===== src/rtl/core/lkvc_pkg.sv =====
// lkvc_pkg: shared types and constants for the lru key-value cache
// depends on nothing
`default_nettype none
package lkvc_pkg;
    localparam int ENTRIES_DEF = 16;
    localparam int CAP_W = 5;
    localparam logic [CAP_W-1:0] CAP_RESET = 5'd16;
    localparam logic [31:0] MISS_VALUE = 32'hFFFF_FFFF;
    localparam logic REQ_GET = 1'b0;
    localparam logic REQ_PUT = 1'b1;

    typedef enum logic [1:0] {
        ST_IDLE,
        ST_EXEC,
        ST_OUT
    } ctrl_state_t;

    // controller to datapath
    typedef struct packed {
        logic capture;
        logic execute;
    } dp_cmd_t;

    // datapath to controller
    typedef struct packed {
        logic busy;
    } dp_stat_t;
endpackage
`default_nettype wire


===== src/rtl/core/lkvc_datapath.sv =====
// lkvc_datapath: slot storage, key match, rank update and result register
// depends on lkvc_pkg
`default_nettype none
module lkvc_datapath
    import lkvc_pkg::*;
#(
    parameter int ENTRIES = ENTRIES_DEF
)
(
    input  wire logic               clk,
    input  wire logic               rst_n,
    input  wire dp_cmd_t            cmd,
    output dp_stat_t                stat,
    input  wire logic [CAP_W-1:0]   cap,
    input  wire logic               req_type,
    input  wire logic signed [31:0] lookup_key,
    input  wire logic signed [31:0] write_value,
    output logic                    key_found,
    output logic signed [31:0]      read_value,
    output logic                    evicted,
    output logic signed [31:0]      evicted_key
);
    localparam int IW = $clog2(ENTRIES);
    localparam int RW = $clog2(ENTRIES);
    localparam int FW = $clog2(ENTRIES + 1);

    logic [ENTRIES-1:0] valid_reg;
    logic [RW-1:0]      rank_reg [ENTRIES];
    logic [31:0]        key_mem  [ENTRIES];
    logic [31:0]        val_mem  [ENTRIES];
    logic [FW-1:0]      fill_reg;

    logic        put_reg;
    logic [31:0] key_reg, wval_reg;
    logic        found_reg, ev_reg;
    logic [31:0] rd_reg, evkey_reg;

    // request capture
    always_ff @(posedge clk)
    begin
        if (cmd.capture)
        begin
            put_reg  <= req_type;
            key_reg  <= lookup_key;
            wval_reg <= write_value;
        end
    end

    // effective capacity
    logic [FW-1:0] eff_cap;
    always_comb
    begin
        if (cap == '0)
            eff_cap = FW'(1);
        else if (32'(cap) > ENTRIES)
            eff_cap = FW'(ENTRIES);
        else
            eff_cap = FW'(cap);
    end

    // key match, first free, least recent
    logic [ENTRIES-1:0] hit_vec;
    logic          hit;
    logic [IW-1:0] hit_idx, free_idx, lru_idx;
    logic          free_ok;
    always_comb
    begin
        hit = 1'b0;
        hit_idx = '0;
        free_ok = 1'b0;
        free_idx = '0;
        lru_idx = '0;
        for (int i = 0; i < ENTRIES; i++)
        begin
            hit_vec[i] = valid_reg[i] && (key_mem[i] == key_reg);
            // lru is the unique valid slot of rank fill-1
            if (valid_reg[i] && (FW'(rank_reg[i]) == fill_reg - FW'(1)))
                lru_idx = IW'(i);
        end
        for (int i = ENTRIES - 1; i >= 0; i--)
        begin
            if (hit_vec[i])
            begin
                hit = 1'b1;
                hit_idx = IW'(i);
            end
            if (!valid_reg[i])
            begin
                free_ok = 1'b1;
                free_idx = IW'(i);
            end
        end
    end

    // slot choice and promotion limit
    logic          do_write, do_promote, insert;
    logic [IW-1:0] tgt;
    logic [RW-1:0] limit;
    logic          limit_all;
    always_comb
    begin
        insert = 1'b0;
        do_write = 1'b0;
        do_promote = 1'b0;
        tgt = hit_idx;
        limit_all = 1'b0;
        limit = rank_reg[hit_idx];
        if (hit)
        begin
            do_promote = 1'b1;
            do_write = put_reg;
        end
        else if (put_reg)
        begin
            do_write = 1'b1;
            do_promote = 1'b1;
            if (fill_reg < eff_cap && free_ok)
            begin
                insert = 1'b1;
                tgt = free_idx;
                limit_all = 1'b1;
            end
            else
            begin
                tgt = lru_idx;
                limit = rank_reg[lru_idx];
            end
        end
    end

    // state update and result register
    always_ff @(posedge clk or negedge rst_n)
    begin
        if (!rst_n)
        begin
            valid_reg <= '0;
            fill_reg  <= '0;
            for (int i = 0; i < ENTRIES; i++)
                rank_reg[i] <= '0;
        end
        else if (cmd.execute && do_promote)
        begin
            for (int i = 0; i < ENTRIES; i++)
            begin
                if (IW'(i) == tgt)
                    rank_reg[i] <= '0;
                else if (valid_reg[i] && (limit_all || rank_reg[i] < limit))
                    rank_reg[i] <= rank_reg[i] + RW'(1);
            end
            if (insert)
            begin
                valid_reg[tgt] <= 1'b1;
                fill_reg <= fill_reg + FW'(1);
            end
        end
    end

    always_ff @(posedge clk)
    begin
        if (cmd.execute)
        begin
            found_reg <= hit;
            rd_reg    <= (hit && !put_reg) ? val_mem[hit_idx] : MISS_VALUE;
            ev_reg    <= put_reg && !hit && !insert;
            evkey_reg <= (put_reg && !hit && !insert) ? key_mem[lru_idx] : '0;
            if (do_write)
            begin
                key_mem[tgt] <= key_reg;
                val_mem[tgt] <= wval_reg;
            end
        end
    end

    assign stat.busy   = 1'b0;
    assign key_found   = found_reg;
    assign read_value  = rd_reg;
    assign evicted     = ev_reg;
    assign evicted_key = evkey_reg;
endmodule
`default_nettype wire


===== src/rtl/core/lkvc_ctrl.sv =====
// lkvc_ctrl: request sequencing and output handshake
// depends on lkvc_pkg
`default_nettype none
module lkvc_ctrl
    import lkvc_pkg::*;
(
    input  wire logic     clk,
    input  wire logic     rst_n,
    input  wire logic     in_valid,
    output logic          in_stall,
    output logic          out_valid,
    input  wire logic     out_stall,
    output dp_cmd_t       cmd,
    input  wire dp_stat_t stat
);
    ctrl_state_t state_reg, state_next;

    always_ff @(posedge clk or negedge rst_n)
    begin
        if (!rst_n)
            state_reg <= ST_IDLE;
        else
            state_reg <= state_next;
    end

    // next state and commands
    always_comb
    begin
        state_next = state_reg;
        cmd = '0;
        in_stall = 1'b1;
        out_valid = 1'b0;
        case (state_reg)
            ST_IDLE:
            begin
                in_stall = 1'b0;
                if (in_valid)
                begin
                    cmd.capture = 1'b1;
                    state_next = ST_EXEC;
                end
            end
            ST_EXEC:
            begin
                if (!stat.busy)
                begin
                    cmd.execute = 1'b1;
                    state_next = ST_OUT;
                end
            end
            ST_OUT:
            begin
                out_valid = 1'b1;
                if (!out_stall)
                    state_next = ST_IDLE;
            end
            default: state_next = ST_IDLE;
        endcase
    end
endmodule
`default_nettype wire


===== src/rtl/core/lru_key_value_cache.sv =====
// lru_key_value_cache: top level joining controller and datapath
// depends on lkvc_pkg, lkvc_ctrl, lkvc_datapath
`default_nettype none
// Fully associative key-value cache with least-recently-used replacement.
// One request is handled at a time: capture, then parallel key compare
// and rank update, then the result beat is offered; no new request is
// taken until that result beat has been accepted.
// The store is empty after reset with no clearing pass.
module lru_key_value_cache
    import lkvc_pkg::*;
#(
    parameter int ENTRIES = ENTRIES_DEF
)
(
    input  wire logic               clk,
    input  wire logic               rst_n,
    input  wire logic               cfg_valid,
    output logic                    cfg_ready,
    input  wire logic [CAP_W-1:0]   cfg_data,
    input  wire logic               in_valid,
    output logic                    in_stall,
    input  wire logic               req_type,
    input  wire logic signed [31:0] lookup_key,
    input  wire logic signed [31:0] write_value,
    output logic                    out_valid,
    input  wire logic               out_stall,
    output logic                    key_found,
    output logic signed [31:0]      read_value,
    output logic                    evicted,
    output logic signed [31:0]      evicted_key
);
    dp_cmd_t  cmd;
    dp_stat_t stat;
    logic [CAP_W-1:0] cap_reg;

    // capacity register
    assign cfg_ready = 1'b1;
    always_ff @(posedge clk or negedge rst_n)
    begin
        if (!rst_n)
            cap_reg <= CAP_RESET;
        else if (cfg_valid)
            cap_reg <= cfg_data;
    end

    lkvc_ctrl u_ctrl (
        .clk(clk), .rst_n(rst_n), .in_valid(in_valid), .in_stall(in_stall),
        .out_valid(out_valid), .out_stall(out_stall), .cmd(cmd), .stat(stat)
    );

    lkvc_datapath #(.ENTRIES(ENTRIES)) u_dp (
        .clk(clk), .rst_n(rst_n), .cmd(cmd), .stat(stat), .cap(cap_reg),
        .req_type(req_type), .lookup_key(lookup_key), .write_value(write_value),
        .key_found(key_found), .read_value(read_value), .evicted(evicted),
        .evicted_key(evicted_key)
    );

`ifndef SYNTHESIS
    a_no_accept_while_out: assert property (@(posedge clk) disable iff (!rst_n)
        out_valid |-> in_stall) else $error("input taken while result pending");
    a_evict_needs_put: assert property (@(posedge clk) disable iff (!rst_n)
        (out_valid && evicted) |-> (!key_found && read_value == MISS_VALUE))
        else $error("eviction on hit or get");
    a_accept_leads_out: assert property (@(posedge clk) disable iff (!rst_n)
        (in_valid && !in_stall) |=> ##1 out_valid) else $error("result missing");
`endif
endmodule
`default_nettype wire


===== config.mk =====
export PLATFORM = sky130hd
export DESIGN_NAME = lru_key_value_cache
export DESIGN_NICKNAME = d
export VERILOG_FILES = /design/src/rtl/core/lkvc_pkg.sv /design/src/rtl/core/lkvc_datapath.sv /design/src/rtl/core/lkvc_ctrl.sv /design/src/rtl/core/lru_key_value_cache.sv
export SDC_FILE = /design/constraint.sdc
export NUM_CORES = 2
export LEC_CHECK = 0
export ABC_CLOCK_PERIOD_IN_PS = 10900
export BUFFER_PORTS_ARGS = -buffer_cell sky130_fd_sc_hd__buf_4
export CAP_MARGIN = 15
export CORE_MARGIN = 2
export CORE_UTILIZATION = 63
export DETAILED_ROUTE_END_ITERATION = 6
export PLACE_DENSITY_LB_ADDON = 0.1
export SYNTH_ARGS = -nofsm -noshare
export SYNTH_HDL_FRONTEND = slang
export SYNTH_SLANG_ARGS = --single-unit

===== constraint.sdc =====
create_clock -name clk -period 10.9 [get_ports clk]
set_input_delay 2.18 -clock clk [delete_from_list [all_inputs] [get_ports clk]]
set_output_delay 2.18 -clock clk [all_outputs]
set_load 0.005 [all_outputs]

==> results_tabular.tex <==
\begin{tabular}{lr}
\hline
Metric & Value \\
\hline
\multicolumn{2}{l}{\textbf{Status}} \\
\quad Result of the run & finished, violations left \\
\quad Violations in the final reports & design-rule violations \\
\multicolumn{2}{l}{\textbf{Detailed routing}} \\
\quad Pre-antenna DRT Iters & 7 \\
\quad Antenna-violating nets left & 0 \\
\quad Count of routing violations after the opening detailed-route iteration & 6470 \\
\quad Wire length after detailed routing & 189100 um \\
\quad DR WL/cell & 29.70 um \\
\quad Drc violations & 1 \\
\quad Vias & 42750 \\
\quad Via density per instance & 6.714 \\
\multicolumn{2}{l}{\textbf{CTS}} \\
\quad Post-CTS setup buffers & 0 \\
\quad Latest clock arrival within the worst-skew pair & 770 ps \\
\quad CTS resizes & 0 \\
\quad TritonCTS clock tree & done \\
\quad H-tree depth & 4 \\
\quad Clock root buffer & sky130\_fd\_sc\_hd\_\_clkbuf\_16 \\
\quad Number of buffers inserted by hold repair at cts & 0 \\
\quad Max Buffers Root-to-Sink & 3 \\
\quad TritonCTS Buffers & 132 \\
\quad Clock sinks & 1247 \\
\quad Clock input transition at the sequential cells of the worst setup and hold paths & 60 ps \\
\multicolumn{2}{l}{\textbf{Synthesis}} \\
\quad Post-synth EDFFs & 1155 \\
\quad Dominant register cell in the synthesized netlist & sky130\_fd\_sc\_hd\_\_edfxtp\_1 \\
\quad Fraction of registers with async set/reset & 7.378\% \\
\quad Distinct cells, synth & 84 \\
\quad Total standard cell area after synthesis & 0.06143 mm2 \\
\quad Largest cells by area after synthesis & sky130\_fd\_sc\_hd\_\_edfxtp\_1 (56\%), sky130\_fd\_sc\_hd\_\_xor2\_1 (5.9\%), sky130\_fd\_sc\_hd\_\_mux2i\_1 (4.4\%), sky130\_fd\_sc\_hd\_\_nand2\_1 (4.2\%), sky130\_fd\_sc\_hd\_\_dfrtp\_1 (3.7\%) \\
\quad Mean post-synth cell area & 12.50 um2 \\
\quad Number of nets produced by synthesis & 5060 \\
\quad FF+latch count, synth & 1247 \\
\quad Yosys warning total & 0 \\
\quad Gate Count Post-Synth & 4915 \\
\quad Cell taking the most area after synthesis & sky130\_fd\_sc\_hd\_\_edfxtp\_1 \\
\quad Sequential element share of the synthesized area & 60.21\% \\
\quad Proportion of netlist area held by the largest area contributor & 56.46\% \\
\multicolumn{2}{l}{\textbf{Power}} \\
\quad Max IR drop VDD & 0.1938 mV \\
\quad Total power & 0.01292 W \\
\quad Leakage power figure & 24.68 nW \\
\quad P per Cell Area & 189.9 mW/mm2 \\
\multicolumn{2}{l}{\textbf{Placement}} \\
\quad Worst Setup Slack post-DPL & 3142 ps \\
\quad Port Buffers & 142 \\
\quad RD Place Congestion & 1.019 \\
\quad Estimated wirelength of the detail-placed design & 121800 um \\
\multicolumn{2}{l}{\textbf{Die}} \\
\quad Die boundary width & 316.3 um \\
\quad FP Rows & 114 \\
\quad Die Area & 0.1000 mm2 \\
\quad I/O pin cnt & 144 \\
\quad Vertical die dimension & 316.3 um \\
\quad Placeable core region & 0.09671 mm2 \\
\quad Effective utilization at floorplan & 63.52\% \\
\multicolumn{2}{l}{\textbf{Global routing}} \\
\quad Largest net degree at the start of global routing & 234 \\
\quad Number of global-route vias before repair & 40440 \\
\quad Grt ovf & 0 \\
\quad First-pass GRT wire length & 272500 um \\
\quad Overall fraction of global-route tracks in use & 37.67\% \\
\quad Antenna violations before repair & 2 \\
\multicolumn{2}{l}{\textbf{Layout}} \\
\quad Share of final-layout standard cells stronger than drive strength 1 & 12.75\% \\
\quad Commonest non-fill, non-tap cells in the layout & sky130\_fd\_sc\_hd\_\_edfxtp\_1 (1155), sky130\_fd\_sc\_hd\_\_nand2\_1 (685), sky130\_fd\_sc\_hd\_\_xor2\_1 (411) \\
\quad Leading cell type in the layout, fill and taps excluded & sky130\_fd\_sc\_hd\_\_edfxtp\_1 \\
\quad Area growth, synth to finish & 10.74\% \\
\quad Filler cells & 6785 \\
\quad Utilization after layout & 70.34\% \\
\quad Net count, final & 5138 \\
\multicolumn{2}{l}{\textbf{Worst setup path}} \\
\quad Data arrival time of the worst path & 8240 ps \\
\quad Flop2flop setup slack & 3030 ps \\
\quad Critical path class & register to register \\
\quad Crit-path max FO & 130 \\
\quad Endpoint of the worst register-to-register path & u\_dp.val\_mem[4][17] \\
\quad Category of the worst setup path launch point & register \\
\quad Required arrival time at the worst endpoint & 11270 ps \\
\quad Launch point of the worst reg-to-reg path & u\_dp.fill\_reg[0] \\
\quad Worst Reg2Reg Path Length in Cells & 16 \\
\quad Critical Path Sink Type & register \\
\multicolumn{2}{l}{\textbf{STA}} \\
\quad Clk\_skew & 39.27 ps \\
\quad Actual slew at the worst max-slew pin & 1223 ps \\
\quad Setup repair after global routing missed its margin & no \\
\quad Fin Setup TNS & 0 ps \\
\quad Count of endpoints failing hold in the final timing report & 0 \\
\quad Final setup fails & 0 \\
\quad Worst setup margin & 3028 ps \\
\quad Number of pins exceeding their max-slew limit in the final report & 0 \\
\quad Ratio of final minimum period to clock period & 72.22\% \\
\quad Min Tclk post-route & 7872 ps \\
\quad Max-slew headroom & 18.49\% \\
\quad Upper clock frequency limit & 127.0 MHz \\
\multicolumn{2}{l}{\textbf{Min path}} \\
\quad Worst hold path stage count & 2 \\
\quad Worst min-delay path startpoint & u\_dp.valid\_reg[11] \\
\quad Class of the worst hold path & register to register \\
\quad Hold Crit Endpoint & u\_dp.valid\_reg[11] \\
\multicolumn{2}{l}{\textbf{Flow run}} \\
\quad Number of max-cap violations & 0 \\
\hline
\end{tabular}
[cells by family (layout without fill, tap and decap cells)]
family,Yosys count,count (layout),synth area share [%]
adder cells (fa/ha/maj),70,70,1.426
other,1,2,0.006104
buffers and inverters,335,510,2.355
flip-flops,1247,1247,60.21
AO/OA/AOI/OAI,702,702,7.389
XOR/XNOR,595,595,8.774
AND/OR/NAND/NOR,1550,1550,12.78
multiplexers,415,415,7.055
[cells in the mapped netlist (all sizes together) (17+ instances only)]
master     n
o21ai    202
or2       29
a211oi   126
xor2     412
a31oi     74
nand2    687
and2      44
buf      124
nand4b    23
xnor2    170
edfxtp  1155
nor2      74
or4       17
o211ai   107
nor4     174
nand3     80
nand4    107
mux2     144
nor3      42
o211a     18
and3     149
dfrtp     91
nor4b     19
inv       26
clkbuf   184
mux2i    271
nand2b    48
or3       19
nor2b     18
a21oi    118
ha        70
[worst max path at each step]
| stage | from | to | slack, ps | cells after the start |
|---|---|---|---|---|
| 5_1_grt | u_dp.fill_reg[0] | u_dp.val_mem[4][17] | 2710 | 16 |
| 3_5_place_dp | u_dp.fill_reg[0] | u_dp.val_mem[4][18] | 3140 | 16 |
| 4_1_cts | u_dp.fill_reg[0] | u_dp.val_mem[4][17] | 3110 | 16 |
| 3_3_place_gp | u_dp.fill_reg[0] | u_dp.val_mem[4][18] | 3330 | 16 |
| 6_report | u_dp.fill_reg[0] | u_dp.val_mem[4][17] | 3030 | 16 |
| 2_1_floorplan | u_ctrl.state_reg[1] | u_dp.key_mem[15][0] | 1700 | 3 |
[worst max-delay path, cell delays in order, from the launching register on]
cell,delay [ps]
sky130_fd_sc_hd__dfrtp_1,320
sky130_fd_sc_hd__buf_4,300
sky130_fd_sc_hd__inv_1,140
sky130_fd_sc_hd__ha_1,910
sky130_fd_sc_hd__xor2_1,200
sky130_fd_sc_hd__nand3_1,90
sky130_fd_sc_hd__nor4b_1,410
sky130_fd_sc_hd__o211ai_1,210
sky130_fd_sc_hd__a211oi_1,690
sky130_fd_sc_hd__nor2_1,200
sky130_fd_sc_hd__a21boi_4,590
sky130_fd_sc_hd__buf_12,570
sky130_fd_sc_hd__o41ai_1,180
sky130_fd_sc_hd__or3_1,510
sky130_fd_sc_hd__or2_2,390
sky130_fd_sc_hd__nor2_4,850
sky130_fd_sc_hd__buf_4,780
[per-stage QoR]
step	area [um2]	hold WS, ps	instances
5_1_grt	68030	571.4	6366
6_report	68030	543.1	6367
4_1_cts	68030	535.1	6366
3_5_place_dp	63860	521.1	6135
3_3_place_gp	63860	504.2	6135
2_1_floorplan	61430	481.2	4915
[layout make-up]
class / instances / area [um2] / area share [%]
multi-input cells: 3333 / 23230 / 34.15
well taps: 1276 / 1597 / 2.347
inverters: 27 / 113.9 / 0.1674
repair buffers: 252 / 1929 / 2.836
flip-flops and latches: 1247 / 36990 / 54.37
diodes: 1 / 2.502 / 0.003679
clock inverters: 65 / 649.4 / 0.9546
clock buffers: 166 / 3515 / 5.166
[routing by layer]
layer	part of all wire [%]	vias up	GRT usage [%]	routed length (um)
li1	-	18550	-	-
met1	40	21080	55.00	75680
met2	43	2685	54.49	82050
met3	12	429	8.476	22690
met4	4.6	0	16.65	8673
met5	0	-	0	0
[power by group]
group / switching (W) / internal (W)
Combinational: 0.00185 / 0.000825
Sequential: 0.000241 / 0.00562
Clock: 0.00190 / 0.00247
Total: 0.00400 / 0.00892
Power figures use the tool's default switching activity.
